File: src/rtl/core/sha256_pkg.sv
package sha256_pkg;

    localparam int BlockBytes = 64;
    localparam int BlockWords = 16;
    localparam int Rounds     = 64;
    localparam int HashWords  = 8;
    localparam int LenBytePos = 56;
    localparam logic [7:0] PadByte = 8'h80;

    typedef enum logic {
        t_MODE_ABSORB = 1'b0,
        t_MODE_FINISH = 1'b1
    } t_mode;

    localparam logic [31:0] InitHash [HashWords] = '{
        32'h6a09e667, 32'hbb67ae85, 32'h3c6ef372, 32'ha54ff53a,
        32'h510e527f, 32'h9b05688c, 32'h1f83d9ab, 32'h5be0cd19
    };

    localparam logic [31:0] RoundK [Rounds] = '{
        32'h428a2f98, 32'h71374491, 32'hb5c0fbcf, 32'he9b5dba5,
        32'h3956c25b, 32'h59f111f1, 32'h923f82a4, 32'hab1c5ed5,
        32'hd807aa98, 32'h12835b01, 32'h243185be, 32'h550c7dc3,
        32'h72be5d74, 32'h80deb1fe, 32'h9bdc06a7, 32'hc19bf174,
        32'he49b69c1, 32'hefbe4786, 32'h0fc19dc6, 32'h240ca1cc,
        32'h2de92c6f, 32'h4a7484aa, 32'h5cb0a9dc, 32'h76f988da,
        32'h983e5152, 32'ha831c66d, 32'hb00327c8, 32'hbf597fc7,
        32'hc6e00bf3, 32'hd5a79147, 32'h06ca6351, 32'h14292967,
        32'h27b70a85, 32'h2e1b2138, 32'h4d2c6dfc, 32'h53380d13,
        32'h650a7354, 32'h766a0abb, 32'h81c2c92e, 32'h92722c85,
        32'ha2bfe8a1, 32'ha81a664b, 32'hc24b8b70, 32'hc76c51a3,
        32'hd192e819, 32'hd6990624, 32'hf40e3585, 32'h106aa070,
        32'h19a4c116, 32'h1e376c08, 32'h2748774c, 32'h34b0bcb5,
        32'h391c0cb3, 32'h4ed8aa4a, 32'h5b9cca4f, 32'h682e6ff3,
        32'h748f82ee, 32'h78a5636f, 32'h84c87814, 32'h8cc70208,
        32'h90befffa, 32'ha4506ceb, 32'hbef9a3f7, 32'hc67178f2
    };

    function automatic logic [31:0] ror(input logic [31:0] x, input int n);
        ror = (x >> n) | (x << (32 - n));
    endfunction

    function automatic logic [31:0] sig0(input logic [31:0] x);
        sig0 = ror(x, 7) ^ ror(x, 18) ^ (x >> 3);
    endfunction

    function automatic logic [31:0] sig1(input logic [31:0] x);
        sig1 = ror(x, 17) ^ ror(x, 19) ^ (x >> 10);
    endfunction

    function automatic logic [31:0] bsig0(input logic [31:0] x);
        bsig0 = ror(x, 2) ^ ror(x, 13) ^ ror(x, 22);
    endfunction

    function automatic logic [31:0] bsig1(input logic [31:0] x);
        bsig1 = ror(x, 6) ^ ror(x, 11) ^ ror(x, 25);
    endfunction

endpackage

File: src/rtl/core/sha256_stream_hasher_top.sv
// Absorb request: when it completes a block, input waits while the block is compressed
// (load, 64 rounds at one round a cycle, fold).
// Finish request: pad/length byte writes and a compression, plus a second block
// when more than 55 bytes are pending; then 8 digest words, one per cycle under i_ready.
// New bytes are not accepted while a block is compressed, as there is a single buffer.
// Synchronous active-low reset restores the initial hash, zero bit count and fill.
module sha256_stream_hasher_top (
    input  logic        i_clk,
    input  logic        i_rst_n,
    input  logic        i_valid,
    output logic        o_ready,
    input  logic        i_mode,
    input  logic [7:0]  i_data_byte,
    output logic        o_valid,
    input  logic        i_ready,
    output logic [31:0] o_digest_word,
    output logic        o_last_word,
    output logic        o_status
);

    typedef enum logic [2:0] {
        ST_IDLE, ST_PAD, ST_LEN, ST_LOAD, ST_ROUND, ST_FOLD, ST_OUT
    } t_state;

    // block buffer memory: 16 words of 32 bits, byte writes
    logic [31:0] mem [sha256_pkg::BlockWords];
    logic [31:0] r_mem_q;
    logic        mem_we;
    logic [3:0]  mem_waddr;
    logic [3:0]  mem_raddr;
    logic [31:0] mem_wdata;
    logic [3:0]  mem_wbe;

    t_state      r_state;
    logic [31:0] r_h [sha256_pkg::HashWords];
    logic [31:0] r_v [sha256_pkg::HashWords];
    logic [31:0] r_w [sha256_pkg::BlockWords];
    logic [63:0] r_bits;
    logic [5:0]  r_fill;
    logic [5:0]  r_pos;
    logic [6:0]  r_rnd;
    logic        r_final;
    logic [2:0]  r_oidx;

    logic [31:0] w_cur;
    logic [31:0] w_next;
    logic [31:0] t1;
    logic [31:0] t2;

    assign o_ready = (r_state == ST_IDLE) && !(o_valid);

    // memory write/read
    always_ff @(posedge i_clk) begin
        for (int b = 0; b < 4; b++) begin
            if (mem_we && mem_wbe[b]) begin
                mem[mem_waddr][b*8 +: 8] <= mem_wdata[b*8 +: 8];
            end
        end
        r_mem_q <= mem[mem_raddr];
    end

    // byte lane write helper
    logic [7:0] wr_byte;
    logic [5:0] wr_pos;
    logic       byte_we;
    always_comb begin
        mem_waddr = wr_pos[5:2];
        mem_wdata = {4{wr_byte}};
        mem_wbe   = 4'b0001 << (2'd3 - wr_pos[1:0]);
        mem_we    = byte_we;
    end

    // message schedule word for this round
    assign w_cur  = (r_rnd < 7'd16) ? r_mem_q : w_next;
    assign w_next = sha256_pkg::sig1(r_w[14]) + r_w[9] + sha256_pkg::sig0(r_w[1]) + r_w[0];
    assign t1 = r_v[7] + sha256_pkg::bsig1(r_v[4])
              + ((r_v[4] & r_v[5]) ^ (~r_v[4] & r_v[6]))
              + sha256_pkg::RoundK[r_rnd[5:0]] + w_cur;
    assign t2 = sha256_pkg::bsig0(r_v[0])
              + ((r_v[0] & r_v[1]) ^ (r_v[0] & r_v[2]) ^ (r_v[1] & r_v[2]));

    logic acc;
    assign acc = i_valid && o_ready;

    always_comb begin
        byte_we   = 1'b0;
        wr_byte   = i_data_byte;
        wr_pos    = r_fill;
        mem_raddr = r_rnd[3:0] + 4'd1;
        case (r_state)
            ST_IDLE: begin
                mem_raddr = 4'd0;
                if (acc && i_mode == sha256_pkg::t_MODE_ABSORB && r_bits < 64'hffff_ffff_ffff_fff8) begin
                    byte_we = 1'b1;
                end
                if (acc && i_mode == sha256_pkg::t_MODE_FINISH) begin
                    byte_we = 1'b1;
                    wr_byte = sha256_pkg::PadByte;
                end
            end
            ST_PAD: begin
                mem_raddr = 4'd0;
                byte_we = 1'b1;
                wr_byte = 8'h00;
                wr_pos  = r_pos;
            end
            ST_LEN: begin
                mem_raddr = 4'd0;
                byte_we = 1'b1;
                wr_pos  = r_pos;
                wr_byte = r_bits[{3'd7 - r_pos[2:0], 3'b000} +: 8];
            end
            ST_LOAD: mem_raddr = 4'd0;
            default: ;
        endcase
    end

    // control, datapath and output register
    always_ff @(posedge i_clk) begin
        if (!i_rst_n) begin
            r_state <= ST_IDLE;
            r_bits  <= '0;
            r_fill  <= '0;
            r_final <= 1'b0;
            r_oidx  <= '0;
            o_valid <= 1'b0;
            for (int i = 0; i < sha256_pkg::HashWords; i++) r_h[i] <= sha256_pkg::InitHash[i];
        end else begin
            case (r_state)
                ST_IDLE: begin
                    if (o_valid && i_ready) o_valid <= 1'b0;
                    if (acc) begin
                        if (i_mode == sha256_pkg::t_MODE_ABSORB) begin
                            if (r_bits >= 64'hffff_ffff_ffff_fff8) begin
                                o_valid <= 1'b1;
                                o_digest_word <= '0;
                                o_last_word   <= 1'b1;
                                o_status      <= 1'b1;
                            end else begin
                                r_bits <= r_bits + 64'd8;
                                r_fill <= r_fill + 6'd1;
                                if (r_fill == 6'd63) begin
                                    r_final <= 1'b0;
                                    r_state <= ST_LOAD;
                                end
                            end
                        end else begin
                            // pad byte at fill; 55 lands straight on the length field
                            r_pos   <= r_fill + 6'd1;
                            r_final <= (r_fill < 6'd56);
                            if (r_fill == 6'd63) r_state <= ST_LOAD;
                            else if (r_fill == 6'd55) r_state <= ST_LEN;
                            else r_state <= ST_PAD;
                        end
                    end
                end
                ST_PAD: begin
                    r_pos <= r_pos + 6'd1;
                    if (r_final && r_pos == 6'd55) r_state <= ST_LEN;
                    if (!r_final && r_pos == 6'd63) r_state <= ST_LOAD;
                end
                ST_LEN: begin
                    r_pos <= r_pos + 6'd1;
                    if (r_pos == 6'd63) r_state <= ST_LOAD;
                end
                ST_LOAD: begin
                    for (int i = 0; i < sha256_pkg::HashWords; i++) r_v[i] <= r_h[i];
                    r_rnd   <= '0;
                    r_state <= ST_ROUND;
                end
                ST_ROUND: begin
                    for (int i = 0; i < 15; i++) r_w[i] <= r_w[i+1];
                    r_w[15] <= (r_rnd < 7'd16) ? r_mem_q : w_next;
                    r_v[7] <= r_v[6]; r_v[6] <= r_v[5]; r_v[5] <= r_v[4];
                    r_v[4] <= r_v[3] + t1;
                    r_v[3] <= r_v[2]; r_v[2] <= r_v[1]; r_v[1] <= r_v[0];
                    r_v[0] <= t1 + t2;
                    r_rnd  <= r_rnd + 7'd1;
                    if (r_rnd == 7'd63) r_state <= ST_FOLD;
                end
                ST_FOLD: begin
                    for (int i = 0; i < sha256_pkg::HashWords; i++) r_h[i] <= r_h[i] + r_v[i];
                    r_fill <= '0;
                    // last block of a message, extra length block, or plain absorb
                    if (r_final) begin
                        r_oidx  <= '0;
                        r_state <= ST_OUT;
                    end else if (r_fill != 6'd0) begin
                        r_pos   <= '0;
                        r_final <= 1'b1;
                        r_state <= ST_PAD;
                    end else r_state <= ST_IDLE;
                end
                ST_OUT: begin
                    if (!o_valid || i_ready) begin
                        if (o_valid && o_last_word) begin
                            o_valid <= 1'b0;
                            r_bits  <= '0;
                            r_fill  <= '0;
                            for (int i = 0; i < sha256_pkg::HashWords; i++)
                                r_h[i] <= sha256_pkg::InitHash[i];
                            r_state <= ST_IDLE;
                        end else begin
                            o_valid       <= 1'b1;
                            o_digest_word <= r_h[r_oidx];
                            o_last_word   <= (r_oidx == 3'd7);
                            o_status      <= 1'b0;
                            r_oidx        <= r_oidx + 3'd1;
                        end
                    end
                end
                default: r_state <= ST_IDLE;
            endcase
        end
    end

endmodule

File: config.mk
export PLATFORM = sky130hd
export DESIGN_NAME = sha256_stream_hasher_top
export DESIGN_NICKNAME = d
export VERILOG_FILES = /design/src/rtl/core/sha256_pkg.sv /design/src/rtl/core/sha256_stream_hasher_top.sv
export SDC_FILE = /design/constraint.sdc
export NUM_CORES = 2
export LEC_CHECK = 0
export BUFFER_PORTS_ARGS = -buffer_cell sky130_fd_sc_hd__buf_2
export CORE_UTILIZATION = 45
export CTS_BUF_LIST = sky130_fd_sc_hd__clkbuf_4
export DETAILED_ROUTE_END_ITERATION = 10
export GPL_TIMING_DRIVEN = 1
export HOLD_SLACK_MARGIN = 0.08
export PLACE_DENSITY_LB_ADDON = 0.25
export SYNTH_ARGS = -nofsm -noshare
export SYNTH_HDL_FRONTEND = slang
export SYNTH_SLANG_ARGS = --single-unit
File: constraint.sdc
create_clock -name i_clk -period 64.7 [get_ports i_clk]
set_input_delay 6.47 -clock i_clk [delete_from_list [all_inputs] [get_ports i_clk]]
set_output_delay 6.47 -clock i_clk [all_outputs]
set_load 0.03 [all_outputs]
== Yosys cells after proc, flatten, opt, wreduce, memory -nomap -nowiden ==
Memory sizes are Yosys's and may differ from the RTL's. A register that Yosys moved wholly into a read port is not among the register bits.
Index checks and enable logic that the tools add are counted.
Storage, ports and cells
  memories: 5
  bits in registers: 125
  output and inout port bits: 36
  memory bits (writable): 1536
  input bits: 13
  logic and storage cells: 290
  ROM bits: 2048
Operators by class
  equality and inequality tests: 28
  order comparisons: 5
  multiplexer cells: 125
  $add $sub $neg: 26
  reduce and logical (&&, ||, !) cells: 35
  shift-type cells: 2
  bitwise operators: 53
Memories
  (name not given): depth 64, width 32, rd ports 1, clocked after memory_dff 0, write ports 0, line sha256_stream_hasher_top.sv:78  | + sha256_pkg::RoundK[r_rnd[5:0]] + w_cur;
  mem: depth 16, width 32, rd ports 1, clocked after memory_dff 1, write ports 1, line sha256_stream_hasher_top.sv:26  | logic [31:0] mem [sha256_pkg::BlockWords];
  r_w: depth 16, width 32, rd ports 16, clocked after memory_dff 0, write ports 16, line sha256_stream_hasher_top.sv:37  | logic [31:0] r_w [sha256_pkg::BlockWords];
  r_h: depth 8, width 32, rd ports 9, clocked after memory_dff 1, write ports 8, line sha256_stream_hasher_top.sv:35  | logic [31:0] r_h [sha256_pkg::HashWords];
  r_v: depth 8, width 32, rd ports 8, clocked after memory_dff 0, write ports 8, line sha256_stream_hasher_top.sv:36  | logic [31:0] r_v [sha256_pkg::HashWords];
Operators with widths (count)
  $mux 32: 32
  $add 32x32->32: 18
  $mux 64: 5
  $xor 32x32->32: 9
  $and 32x32->32: 5
  $pmux 64 s2: 1
  $add 64x4->64 const B: 1
  $ge 64x64->1 const B: 1
  $lt 64x64->1 const B: 1
  $pmux 32 s2: 1
  $shiftx 64x7->8: 1
  $mux 6: 10
  $mux 3: 16
  $mux 1: 45
  $pmux 6 s3: 2
  $not 32->32: 1
  $or 10x32->32: 1
  $or 13x32->32: 1
  $or 14x32->32: 1
  $or 15x32->32: 1
  $or 19x32->32: 1
  $or 21x32->32: 1
  $or 25x32->32: 1
  $or 26x32->32: 1
  48 further kinds: 117

== Logic depth before layout (Yosys ltp) ==
  depth in word-level cells: 11
  gate-level depth with buffers: 44
  gate-level depth less buffers: 44

== Worst setup path after synthesis ==
No wires, ideal clock.
  path kind: input port to flip-flop
  start: in i_rst_n
  end: mem r_v[0][0], enable pin
  buffers on the path: 1
  cell stages on the path: 2
  arrival time: 25118 ps
  setup slack: 38318 ps
  data required time: 63437 ps
  library setup time: 1263 ps
  path through: clkbuf_1 > a21boi_0
RTL lines
  start, declared: line sha256_stream_hasher_top.sv:9  | input logic i_rst_n,
  end, declared: line sha256_stream_hasher_top.sv:36

==> summary.txt <==
Worst Setup EP = r_w[0][54]
Vias in the first global route = 62853
Seq/Total Area, Yosys = 52.86%
Clk slew on worst S/H paths = 0.06 ns
Final non-filler cell area = 100500 µm²
CP Launch Type = input pin
Hold-fix buffers, CTS = 0
CP max stage delay = 1.00 ns
Data arrival, critical path = 12.87 ns
CTS H-tree depth = 5
Crit end category = flip-flop
I/O Pins = 49
CP max stage cell = buf_4
Total CTS buffers = 460
First-pass GRT wire length = 402300 µm
MaxCap Viol Count = 0
TritonCTS clock tree = done
Crit path required time = 65.67 ns
Tmin final = 11.90 ns
Post-synth EDFFs = 1455
Dominant synthesized flop cell = edfxtp_1
Unrepaired setup endpoints after global routing = no
Row cnt = 165
Nets = 8874
Crit share post-route = 18.39%
Area grow syn2layout = 9.607%
Pin count of the biggest net entering global routing = 190
GRT Total Usage = 26.02%
Highest clock rate = 0.08404 GHz
Cell area after synthesis = 91660 µm²
Reg-to-reg critical path endpoint = r_v[0][30]
Max Slew Vio Count = 0
FF-to-FF setup slack = 52.96 ns
Critical path peak fanout = 189
Synthesized instance count = 8033
Placed insts = 10460
Post-synthesis average cell area = 11.41 µm²
Initial DRC count = 6536
Detail Route Antenna Nets = 0
Slew @ Worst Pin = 1.311 ns
Clock Latency Late Sink = 1.47 ns
Distinct cell type count of the synthesized netlist = 91
Number of vias per cell = 5.804
Critical Path Source = i_rst_n
Max clock buf depth = 4
Reg2reg path depth = 43
Max_slew headroom = 11.48%
Final wirelength = 271000 µm
Crit path top cell by count = buf_4
Status = complete, no violations
Layout cells sized above 1 = 13.27%
Fin. Hold Viols = 0
Fin cells = 11273
Vias after detailed routing = 65433
Clk sinks = 1693
Levels on crit path = 8
Die area = 205500 µm²
R2r startpoint = r_w[0][51]
Post-synthesis net count = 8657
Grt ovf = 0
Post-CTS Setup Inserts = 0
DP HPWL = 190300 µm
1st-pass router iterations = 6
Flops & latches, synth = 1693
Clock skew = 0.1593 ns
CP Cell Sequence = buf_2 -> nand3_4 -> inv_8 -> buf_4 -> buf_4 -> buf_12 -> buf_4 -> buf_4
Drt wl/cell = 24.04 µm
Core footprint = 202300 µm²
Worst hold path type = reg -> reg
Setup TNS = 0 ns
Die X-Extent = 453.3 µm
Root buffer cell = clkbuf_4
Die Ht = 453.3 µm
Placer Congestion = 0.9915
DP Area = 94740 µm²
Initial core utilization = 45.31%
FFs w/ async S/R, synth = 0%
IO Port Bufs = 48
Initial antenna violation count = 6
CTS resizes = 0
Ys Warns = 0
Crit Path Class = in -> reg
Delay-heaviest family, CP = buffers and inverters
Drt drc = 0
CP bufs+invs = 7
Final setup vio count = 0
-- cells by family after synthesis --
family	after synthesis	share of synthesized area [%]
AO/OA/AOI/OAI	1756	11.91
multiplexers	367	5.364
XOR/XNOR	626	5.981
flip-flops	1693	52.86
AND/OR/NAND/NOR	2200	10.54
adder cells (fa/ha/maj)	638	10.25
buffers and inverters	753	3.089
-- layer usage --
metal | global-route usage, % | part of all wire [%]
met5 | 0 | 0.0059
met4 | 8.256 | 2.8
met3 | 4.989 | 8.0
met2 | 39.15 | 44
met1 | 37.77 | 45
-- cells in the final DEF (no fill, tap or decap), types with 27 or more instances in the layout --
master,Yosys,layout
fa_1,197,197
mux2i_1,156,156
nand2_1,1095,1089
o21bai_1,40,40
and2_1,34,31
dfxtp_1,238,234
xnor2_1,422,422
clkbuf_4,0,675
buf_2,4,48
o32ai_1,33,33
o211ai_1,51,51
o21ai_0,449,442
edfxtp_1,1455,1455
a21oi_1,553,553
nand4_1,41,41
o21a_1,45,45
nand2b_1,65,65
ha_1,414,412
a221oi_1,49,49
maj3_1,27,27
inv_1,360,357
xor2_1,204,204
mux4_2,87,87
mux2_2,124,124
buf_4,0,94
a211oi_1,54,54
a21o_1,167,167
nand3_1,117,116
nor3_1,111,110
and3_1,31,31
or3_1,43,43
clkinv_1,1,108
a22oi_1,64,64
or2_2,28,28
nor2b_1,73,73
nor2_1,484,483
a31oi_1,46,46
-- flip-flops by register name (all words and copies together), names as in the netlist, 6 cells and up, named ones only --
register       cells
r_h              256
r_v              256
r_bits            61
r_rnd              7
r_mem_q           32
r_pos              6
mem              512
r_fill             6
o_digest_word     32
r_w              512
-- through the flow --
step                      util, %  hold WS [ns]  setup slack (ns)
after floorplan                 -        0.4003             38.32
after global placement      46.83        0.4002             51.65
after detailed placement    46.83        0.4045             51.46
after CTS                   49.65        0.3434             53.02
after global routing        49.66        0.3239             52.22
final                       49.66        0.3490             52.80
-- Yosys cell counts (49+ instances only) --
cell type | count | area [µm²]
a22oi_1 | 64 | 480.5
ha_1 | 414 | 5180
clkbuf_1 | 339 | 1272
nand3_1 | 117 | 585.6
o21ai_0 | 449 | 2247
a211oi_1 | 54 | 405.4
nor3_1 | 111 | 555.5
a21oi_1 | 553 | 2768
a221oi_1 | 49 | 429.2
xor2_1 | 204 | 1787
nand2b_1 | 65 | 406.6
xnor2_1 | 422 | 3696
fa_1 | 197 | 3944
nand2_1 | 1095 | 4110
nor2_1 | 484 | 1817
mux4_2 | 87 | 1959
mux2_2 | 124 | 1396
a21o_1 | 167 | 1254
inv_1 | 360 | 1351
nor2b_1 | 73 | 456.7
edfxtp_1 | 1455 | 43690
mux2i_1 | 156 | 1562
o211ai_1 | 51 | 382.9
dfxtp_1 | 238 | 4765
-- area by class of cell --
cell class | count | area [µm²]
Clock buffer | 675 | 5067
Antenna cell | 7 | 17.52
Sequential cell | 1693 | 48470
Clock inverter | 131 | 649.4
Fill cell | 18317 | 101800
Multi-Input combinational cell | 5587 | 40560
Inverter | 364 | 1376
Timing Repair Buffer | 144 | 985.9
Tap cell | 2672 | 3343
-- worst min path at each step --
| stage | slack [ns] | to | cells past startpoint | from |
|---|---|---|---|---|
| global placement | 0.40 | r_w[0][218] | 0 | r_w[0][250] |
| global route | 0.32 | r_w[1][116] | 0 | r_w[1][148] |
| finish | 0.35 | r_w[1][65] | 0 | r_w[1][97] |
| CTS | 0.34 | r_w[1][65] | 0 | r_w[1][97] |
| floorplan | 0.40 | r_w[0][100] | 0 | r_w[0][132] |
| detailed placement | 0.40 | r_w[0][163] | 0 | r_w[0][195] |
Power is left out: the tool's default activity adds up to more than one toggle a clock period on the data nets, which glitch-free logic cannot reach.
